--- src/rtl/sobel_pkg.sv ---
// Shared types and constants of the Sobel edge magnitude block.
package sobel_pkg;

   // Channel sum of one pixel: up to three 8-bit channels.
   localparam int SUM_W = 10;
   // Signed gradient: a weighted column sum of 12 bits minus another.
   localparam int GRAD_W = 13;
   // Sum of the two squared gradients.
   localparam int SQ_W = 25;
   // Working width of the square-root unit, one bit above the radicand.
   localparam int ROOT_W = SQ_W + 1;
   // Bits of the final root, and iterations of the root unit (two bits each).
   localparam int ROOT_OUT_W = 13;
   localparam int ROOT_STEPS = 13;
   localparam int STEP_W = $clog2(ROOT_STEPS);
   // Root divided by four.
   localparam int QUOT_W = ROOT_OUT_W - 2;
   // Reciprocal of three, scaled by two to the RECIP_SHIFT.
   localparam int RECIP_W = 10;
   localparam int RECIP_SHIFT = 11;
   localparam logic [RECIP_W-1:0] RECIP_THREE = 10'd683;

   // Result limits.
   localparam logic [7:0] EDGE_MAX = 8'd255;

   // Configuration registers.
   localparam int CSR_DATA_W = 12;
   localparam int WIDTH_REG_W = 12;
   localparam int CHAN_REG_W = 3;
   localparam logic CSR_IMAGE_WIDTH = 1'b0;
   localparam logic CSR_CHANNEL_COUNT = 1'b1;
   localparam logic [WIDTH_REG_W-1:0] IMAGE_WIDTH_RESET = 12'd640;
   localparam logic [CHAN_REG_W-1:0] CHANNEL_COUNT_RESET = 3'd3;
   localparam int MIN_WIDTH = 3;

   // Commands from the sequencer to the datapath; at most one is high.
   typedef struct packed {
      logic accept;
      logic read;
      logic grad;
      logic square;
      logic root_step;
      logic scale;
      logic load_out;
   } sobel_cmd_type;

endpackage

--- src/rtl/sobel_ctrl.sv ---
// Sequencer of the Sobel edge magnitude block: one pixel at a time.
module sobel_ctrl
   import sobel_pkg::*;
(
   input  logic          clock,
   input  logic          reset,
   input  logic          req_tvalid,
   output logic          req_tready,
   input  logic          rsp_tready,
   output logic          rsp_tvalid,
   output sobel_cmd_type cmd
);

   typedef enum logic [2:0] {
      ST_IDLE,
      ST_READ,
      ST_GRAD,
      ST_SQUARE,
      ST_ROOT,
      ST_SCALE,
      ST_OUTPUT
   } state_type;

   state_type         state_ff, state_in;
   logic [STEP_W-1:0] step_ff, step_in;
   logic              rsp_valid_ff, rsp_valid_in;

   // Next state and commands.
   always_comb begin
      state_in = state_ff;
      step_in  = step_ff;
      cmd      = '0;
      unique case (state_ff)
         ST_IDLE: begin
            if (req_tvalid) begin
               cmd.accept = 1'b1;
               state_in   = ST_READ;
            end
         end
         ST_READ: begin
            cmd.read = 1'b1;
            state_in = ST_GRAD;
         end
         ST_GRAD: begin
            cmd.grad = 1'b1;
            state_in = ST_SQUARE;
         end
         ST_SQUARE: begin
            cmd.square = 1'b1;
            step_in    = '0;
            state_in   = ST_ROOT;
         end
         ST_ROOT: begin
            cmd.root_step = 1'b1;
            step_in       = step_ff + 1'b1;
            if (step_ff == STEP_W'(ROOT_STEPS - 1)) begin
               state_in = ST_SCALE;
            end
         end
         ST_SCALE: begin
            cmd.scale = 1'b1;
            state_in  = ST_OUTPUT;
         end
         ST_OUTPUT: begin
            // The output register takes the result once it is free or being emptied.
            if (!rsp_valid_ff || rsp_tready) begin
               cmd.load_out = 1'b1;
               state_in     = ST_IDLE;
            end
         end
         default: begin
            state_in = ST_IDLE;
         end
      endcase
   end

   // Output transaction flag.
   always_comb begin
      priority if (cmd.load_out) begin
         rsp_valid_in = 1'b1;
      end else if (rsp_tready) begin
         rsp_valid_in = 1'b0;
      end else begin
         rsp_valid_in = rsp_valid_ff;
      end
   end

   // State and registered outputs.
   always_ff @(posedge clock) begin
      if (reset) begin
         state_ff     <= ST_IDLE;
         step_ff      <= '0;
         rsp_valid_ff <= 1'b0;
      end else begin
         state_ff     <= state_in;
         step_ff      <= step_in;
         rsp_valid_ff <= rsp_valid_in;
      end
   end

   assign req_tready = (state_ff == ST_IDLE);
   assign rsp_tvalid = rsp_valid_ff;

endmodule

--- config.mk ---
export PLATFORM = sky130hd
export DESIGN_NAME = sobel_ctrl
export DESIGN_NICKNAME = d
export VERILOG_FILES = /design/src/rtl/sobel_pkg.sv /design/src/rtl/sobel_ctrl.sv
export SDC_FILE = /design/constraint.sdc
export NUM_CORES = 1
export LEC_CHECK = 0
export BUFFER_PORTS_ARGS = -buffer_cell sky130_fd_sc_hd__buf_2
export CORE_AREA = 4 4 41 43
export CTS_BUF_LIST = sky130_fd_sc_hd__clkbuf_4 sky130_fd_sc_hd__clkbuf_8
export DETAILED_ROUTE_END_ITERATION = 10
export DIE_AREA = 0 0 45 47
export GPL_TIMING_DRIVEN = 1
export HOLD_SLACK_MARGIN = 0.08
export REMOVE_ABC_BUFFERS = 1
export SLEW_MARGIN = 20
export SYNTH_ARGS = -nofsm -noshare
export SYNTH_HDL_FRONTEND = slang
export SYNTH_SLANG_ARGS = --single-unit
--- constraint.sdc ---
create_clock -name clock -period 2.1 [get_ports clock]
set_input_delay 0.42 -clock clock [delete_from_list [all_inputs] [get_ports clock]]
set_output_delay 0.42 -clock clock [all_outputs]
set_load 0.02 [all_outputs]
==> impl_metrics.env, run 1 <==
export IMPL_root_buffer="clkbuf_4"
export IMPL_power_leakage_nw=0.227
export IMPL_h_tree_depth=1
export IMPL_vias=452
export IMPL_die_x_um=45
export IMPL_required_ps=1680
export IMPL_p_per_area_mw_per_mm2=650
export IMPL_layout_commonest_cell="buf_2"
export IMPL_tightest_slew_ps=423
export IMPL_synth_seq_area_share=0.342
export IMPL_core_area_mm2=0.00130
export IMPL_port_buffers=12
export IMPL_gp_congestion=0.791
export IMPL_hold_class="primary input to flip-flop"
export IMPL_netlist_instances=57
export IMPL_worst_clock_skew_ps=7.82
export IMPL_worstHoldStart="reset"
export IMPL_cp_end_kind="output port"
export IMPL_chipHeight_um=47
export IMPL_dp_final_hpwl_um=702
export IMPL_grt_pass1_wl_um=1480
export IMPL_slew_headroom=0.718
export IMPL_yosysTopAreaCell="dfxtp_1"
export IMPL_path_depth=4
export IMPL_design_area_um2=554
export IMPL_cp_arrival_ps=1410
export IMPL_ys_ff_latch=8
export IMPL_post_dp_cell_area_um2=532
export IMPL_mostFrequentLayoutCells="12 x buf_2, 8 x a21oi_1, 8 x dfxtp_1"
export IMPL_cts_made_buffers=3
export IMPL_path_delay_family="flip-flops"
export IMPL_reg2reg_slack_ps=780
export IMPL_n_antenna_cell=0
export IMPL_min_path_cells=2
export IMPL_setup_violations=0
export IMPL_cts_num_sinks=8
export IMPL_post_synth_num_cell_types=24
export IMPL_clk_pin_slew_ps=60
export IMPL_wl_um=1010
export IMPL_post_cts_resized=0
export IMPL_initial_core_util=0.360
export IMPL_path_class="flip-flop to output port"
export IMPL_final_hold_viol_count=0
export IMPL_fin_crit_sh=0.872
export IMPL_crit_chain="nor2b_1 -> nand2_1 -> nor2_1 -> buf_2"
export IMPL_reg2reg_depth=4
export IMPL_rsz0062_at_grt="false"
export IMPL_holdPathEnd="state_ff[2]"
export IMPL_nets=77
export IMPL_antenna_found_initial=0
export IMPL_r2r_start="state_ff[2]"
export IMPL_status="finished clean"
export IMPL_syn2layout_area_growth_pct=18.4
export IMPL_layout_min_cycle_time_ps=1830
export IMPL_ant_nets=0
export IMPL_synth_area_leaders="dfxtp_1 34%, a21oi_1 8.6%, a2111oi_0 5.6%"
export IMPL_ir_worst_vdd_mv=0.314
export IMPL_max_stage_delay_ps=570
export IMPL_grt_pass1_vias=337
export IMPL_io_pin_count=13
export IMPL_crit_fanout=13
export IMPL_num_rows=13
export IMPL_yosysTopAreaCellShare=0.342
export IMPL_setup_tns_ps=0
export IMPL_netlist_area_um2=468
export IMPL_design_die_area_mm2=0.00212
export IMPL_ctsHoldBuffers=0
export IMPL_first_pass_iters=4
export IMPL_gr_total_overflow=0
export IMPL_crit_buf_inv=1
export IMPL_drc=0
export IMPL_routed_via_density=5.38
export IMPL_cts_setup_buffers=0
export IMPL_cp_slowest_cell="dfxtp_1"
export IMPL_cp_start_kind="flip-flop"
export IMPL_cts_tree="done"
export IMPL_reg2reg_to="step_ff[3]"
export IMPL_slew_violations=0
export IMPL_clk_latency_ps=260
export IMPL_fmax_mhz=546
export IMPL_clockBufferDepth=2
export IMPL_post_drt_wl_per_cell_um=12.0
export IMPL_avgSynthCellArea_um2=8.21
export IMPL_yosys_warnings=0
export IMPL_grt_use_total=0.104
export IMPL_grt_max_degree=15
export IMPL_first_iter_violations=13
export IMPL_cap_violations=0
export IMPL_drive_above_1_share=0.275
## logic make-up (layout without fill, tap and decap cells)
group                      count (synthesis)  after routing  synth area share
buffers and inverters                      8             20            0.0802
DFF                                        8              8             0.342
adders and majority gates                  2              2            0.0535
AOI/OAI and AO/OA                         15             15             0.225
and+or+nand+nor                           24             24             0.299
## report_power, final
group,leakage [nW],switching (W),internal [W]
Sequential,0.0649,0.0000147,0.000158
Combinational,0.148,0.0000415,0.0000278
Clock,0.0138,0.0000531,0.0000655
## cells in the mapped netlist
master / number
nand2b_1: 2
a21oi_1: 8
nor2_2: 1
nand4b_1: 1
dfxtp_1: 8
nor2_1: 5
and3b_1: 1
nor3_1: 3
nor3_2: 1
buf_2: 3
ha_1: 2
inv_1: 4
nor2b_1: 2
a311oi_2: 1
nand2_1: 2
and3_1: 1
o21ai_0: 1
a2111oi_0: 3
a311oi_1: 1
and2_1: 2
buf_4: 1
a41o_1: 1
or3_1: 1
nor3b_1: 2
## sequential cells by signal (all words and copies together) (netlist names)
signal / cells
step_ff: 4
rsp_tvalid: 1
state_ff: 3
## area by class of cell
type | count | area [µm²]
Timing Repair Buffer | 13 | 67.6
Tap cell | 15 | 18.8
Multi-Input combinational cell | 41 | 270
Fill cell | 147 | 747
Sequential cell | 8 | 160
Inverter | 4 | 15.0
Clock buffer | 3 | 22.5
## through the flow
| stage | power (W) | utilization | hold slack (ps) | worst slack [ps] | instances |
|---|---|---|---|---|---|
| 6_report | 0.000361 | 0.426 | 438 | 269 | 84 |
| 5_1_grt | 0.000382 | 0.426 | 443 | 116 | 84 |
| 4_1_cts | 0.000364 | 0.426 | 433 | 274 | 84 |
| 3_5_place_dp | 0.000245 | 0.409 | 518 | 562 | 81 |
| 3_3_place_gp | 0.000244 | 0.409 | 522 | 594 | 81 |
| 2_1_floorplan | 0.000220 | - | 489 | 381 | 53 |
## worst max path at each step
stage,to,from
floorplan,cmd[6],state_ff[2]
global placement,cmd[0],state_ff[1]
detailed placement,cmd[0],state_ff[1]
CTS,cmd[0],state_ff[1]
global route,cmd[0],state_ff[1]
finish,cmd[0],state_ff[1]
## layer usage
layer  vias to the layer above  share of wire  global-route usage
met5                         -              0                   0
met4                         0          0.019              0.0702
met3                         4          0.064              0.0651
met2                        11           0.42               0.130
met1                       210           0.49               0.129
li1                        227              -                   -
## worst register-to-register path, cell delays in order (launching register included)
cell and delay (ps):
dfxtp_1 330, buf_4 190, and3b_1 200, or3_1 350
a311oi_2 170
Power figures use the tool's default switching activity.
==> inputs of run 2 (changes only) <==
- RECOVER_POWER: default -> 100
==> impl_metrics.env, run 2 (synthesis results as in run 1) <==
export IMPL_cts_setup_buffers=0
export IMPL_largest_reg_flops=4
export IMPL_top_layer_used="met4"
export IMPL_io_pin_count=13
export IMPL_final_util=0.412
export IMPL_nets=77
export IMPL_cts_num_sinks=8
export IMPL_power_leakage_nw=0.198
export IMPL_chipHeight_um=47
export IMPL_worst_clock_skew_ps=8.70
export IMPL_die_x_um=45
export IMPL_crit_path_start="state_ff[2]"
export IMPL_routed_via_density=5.35
export IMPL_drive_above_1_share=0.145
export IMPL_first_pass_iters=4
export IMPL_gr_total_overflow=0
export IMPL_comb_power_share=0.185
export IMPL_tightest_slew_ps=550
export IMPL_cp_start_kind="flip-flop"
export IMPL_path_class="flip-flop to output port"
export IMPL_syn2layout_area_growth_pct=14.4
export IMPL_n_antenna_cell=0
export IMPL_worstHoldStart="reset"
export IMPL_design_die_area_mm2=0.00212
export IMPL_swShare=0.306
export IMPL_route_met3_wl_um=70
export IMPL_mostFrequentLayoutCells="8 x a21oi_1, 8 x dfxtp_1, 7 x clkbuf_1"
export IMPL_root_buffer="clkbuf_4"
export IMPL_setup_violations=0
export IMPL_finalWorstSetupSlack_ps=186
export IMPL_rsz0062_at_grt="false"
export IMPL_top_register="step_ff"
export IMPL_p_int_w=0.000247
export IMPL_status="finished clean"
export IMPL_first_iter_violations=5
export IMPL_gp_congestion=0.791
export IMPL_p_switching_w=0.000109
export IMPL_post_drt_wl_per_cell_um=12.1
export IMPL_cts_tree="done"
export IMPL_dp_final_hpwl_um=702
export IMPL_wl_met2_um=424
export IMPL_ctsHoldBuffers=0
export IMPL_clk_pin_slew_ps=60
export IMPL_clockBufferDepth=2
export IMPL_path_delay_family="buffers and inverters"
export IMPL_p_per_area_mw_per_mm2=665
export IMPL_layout_min_cycle_time_ps=1910
export IMPL_core_area_mm2=0.00130
export IMPL_p_clk_frac=0.334
export IMPL_required_ps=1680
export IMPL_crit_chain="clkbuf_1 -> nor3_1 -> and2_0 -> buf_2"
export IMPL_drc=0
export IMPL_cp_slowest_cell="clkbuf_1"
export IMPL_grt_use_total=0.104
export IMPL_slew_headroom=0.633
export IMPL_crit_buf_inv=2
export IMPL_grt_max_degree=15
export IMPL_crit_fanout=14
export IMPL_num_rows=13
export IMPL_cap_violations=0
export IMPL_slew_violations=0
export IMPL_hold_class="primary input to flip-flop"
export IMPL_post_cts_resized=0
export IMPL_fin_crit_sh=0.911
export IMPL_post_place_ws_ps=562
export IMPL_cp_end_kind="output port"
export IMPL_max_stage_delay_ps=440
export IMPL_power_total_w=0.000356
export IMPL_met1Wirelength_um=499
export IMPL_initial_core_util=0.360
export IMPL_vias=449
export IMPL_fmax_mhz=523
export IMPL_h_tree_depth=1
export IMPL_wl_um=1010
export IMPL_grt_pass1_wl_um=1480
export IMPL_ir_worst_vdd_mv=0.311
export IMPL_clk_latency_ps=260
export IMPL_cts_made_buffers=3
export IMPL_setup_tns_ps=0
export IMPL_final_hold_viol_count=0
export IMPL_ant_nets=0
export IMPL_port_buffers=12
export IMPL_antenna_found_initial=0
export IMPL_p_seq_frac=0.482
export IMPL_grt_pass1_vias=337
export IMPL_r2r_start="state_ff[2]"
export IMPL_cp_arrival_ps=1490
[run 2: cell count changes in the layout (fill, tap and decap cells not counted), sizes merged]
cell,previous run,this run
buf,13,6
clkbuf,3,10
[run 2: power groups by stage]
stage	combinational (W)	clock (W)	sequential [W]
2_1_floorplan	0.0000460	0	0.000174
3_3_place_gp	0.0000693	0	0.000174
6_report	0.0000658	0.000119	0.000171
3_5_place_dp	0.0000698	0	0.000175
4_1_cts	0.0000700	0.000122	0.000172
5_1_grt	0.0000724	0.000132	0.000173
[run 2: final cells by class]
class | count | area [µm²]
Fill cell | 148 | 766
Timing Repair Buffer | 13 | 56.3
Inverter | 4 | 15.0
Multi-Input combinational cell | 41 | 263
Tap cell | 15 | 18.8
Clock buffer | 3 | 22.5
Sequential cell | 8 | 160
[run 2: per-stage QoR]
stage / hold WS, ps / instance area (µm²) / cells
detailed placement: 518 / 532 / 81
finish: 435 / 536 / 84
global route: 443 / 536 / 84
floorplan: 489 / 445 / 53
CTS: 433 / 554 / 84
global placement: 522 / 532 / 81
[run 2: per-layer routing]
layer | vias up | global-route usage
met5 | - | 0
met4 | 0 | 0.0702
met3 | 4 | 0.0651
met2 | 10 | 0.130
met1 | 205 | 0.129
li1 | 230 | -
[run 2: worst register-to-register path, stage by stage (launching register included)]
cell and delay (ps):
dfxtp_1 320, clkbuf_1 440, and3b_1 250, or3_1 350, a311oi_2 170
[run 2: path summary, 6_finish.rpt]
kind	to	slack, ps	cells past startpoint
setup / recovery	cmd[6]	190	4
hold / removal	state_ff[2]	430	2
setup reg to reg	step_ff[3]	480	4
hold reg to reg	step_ff[3]	520	1
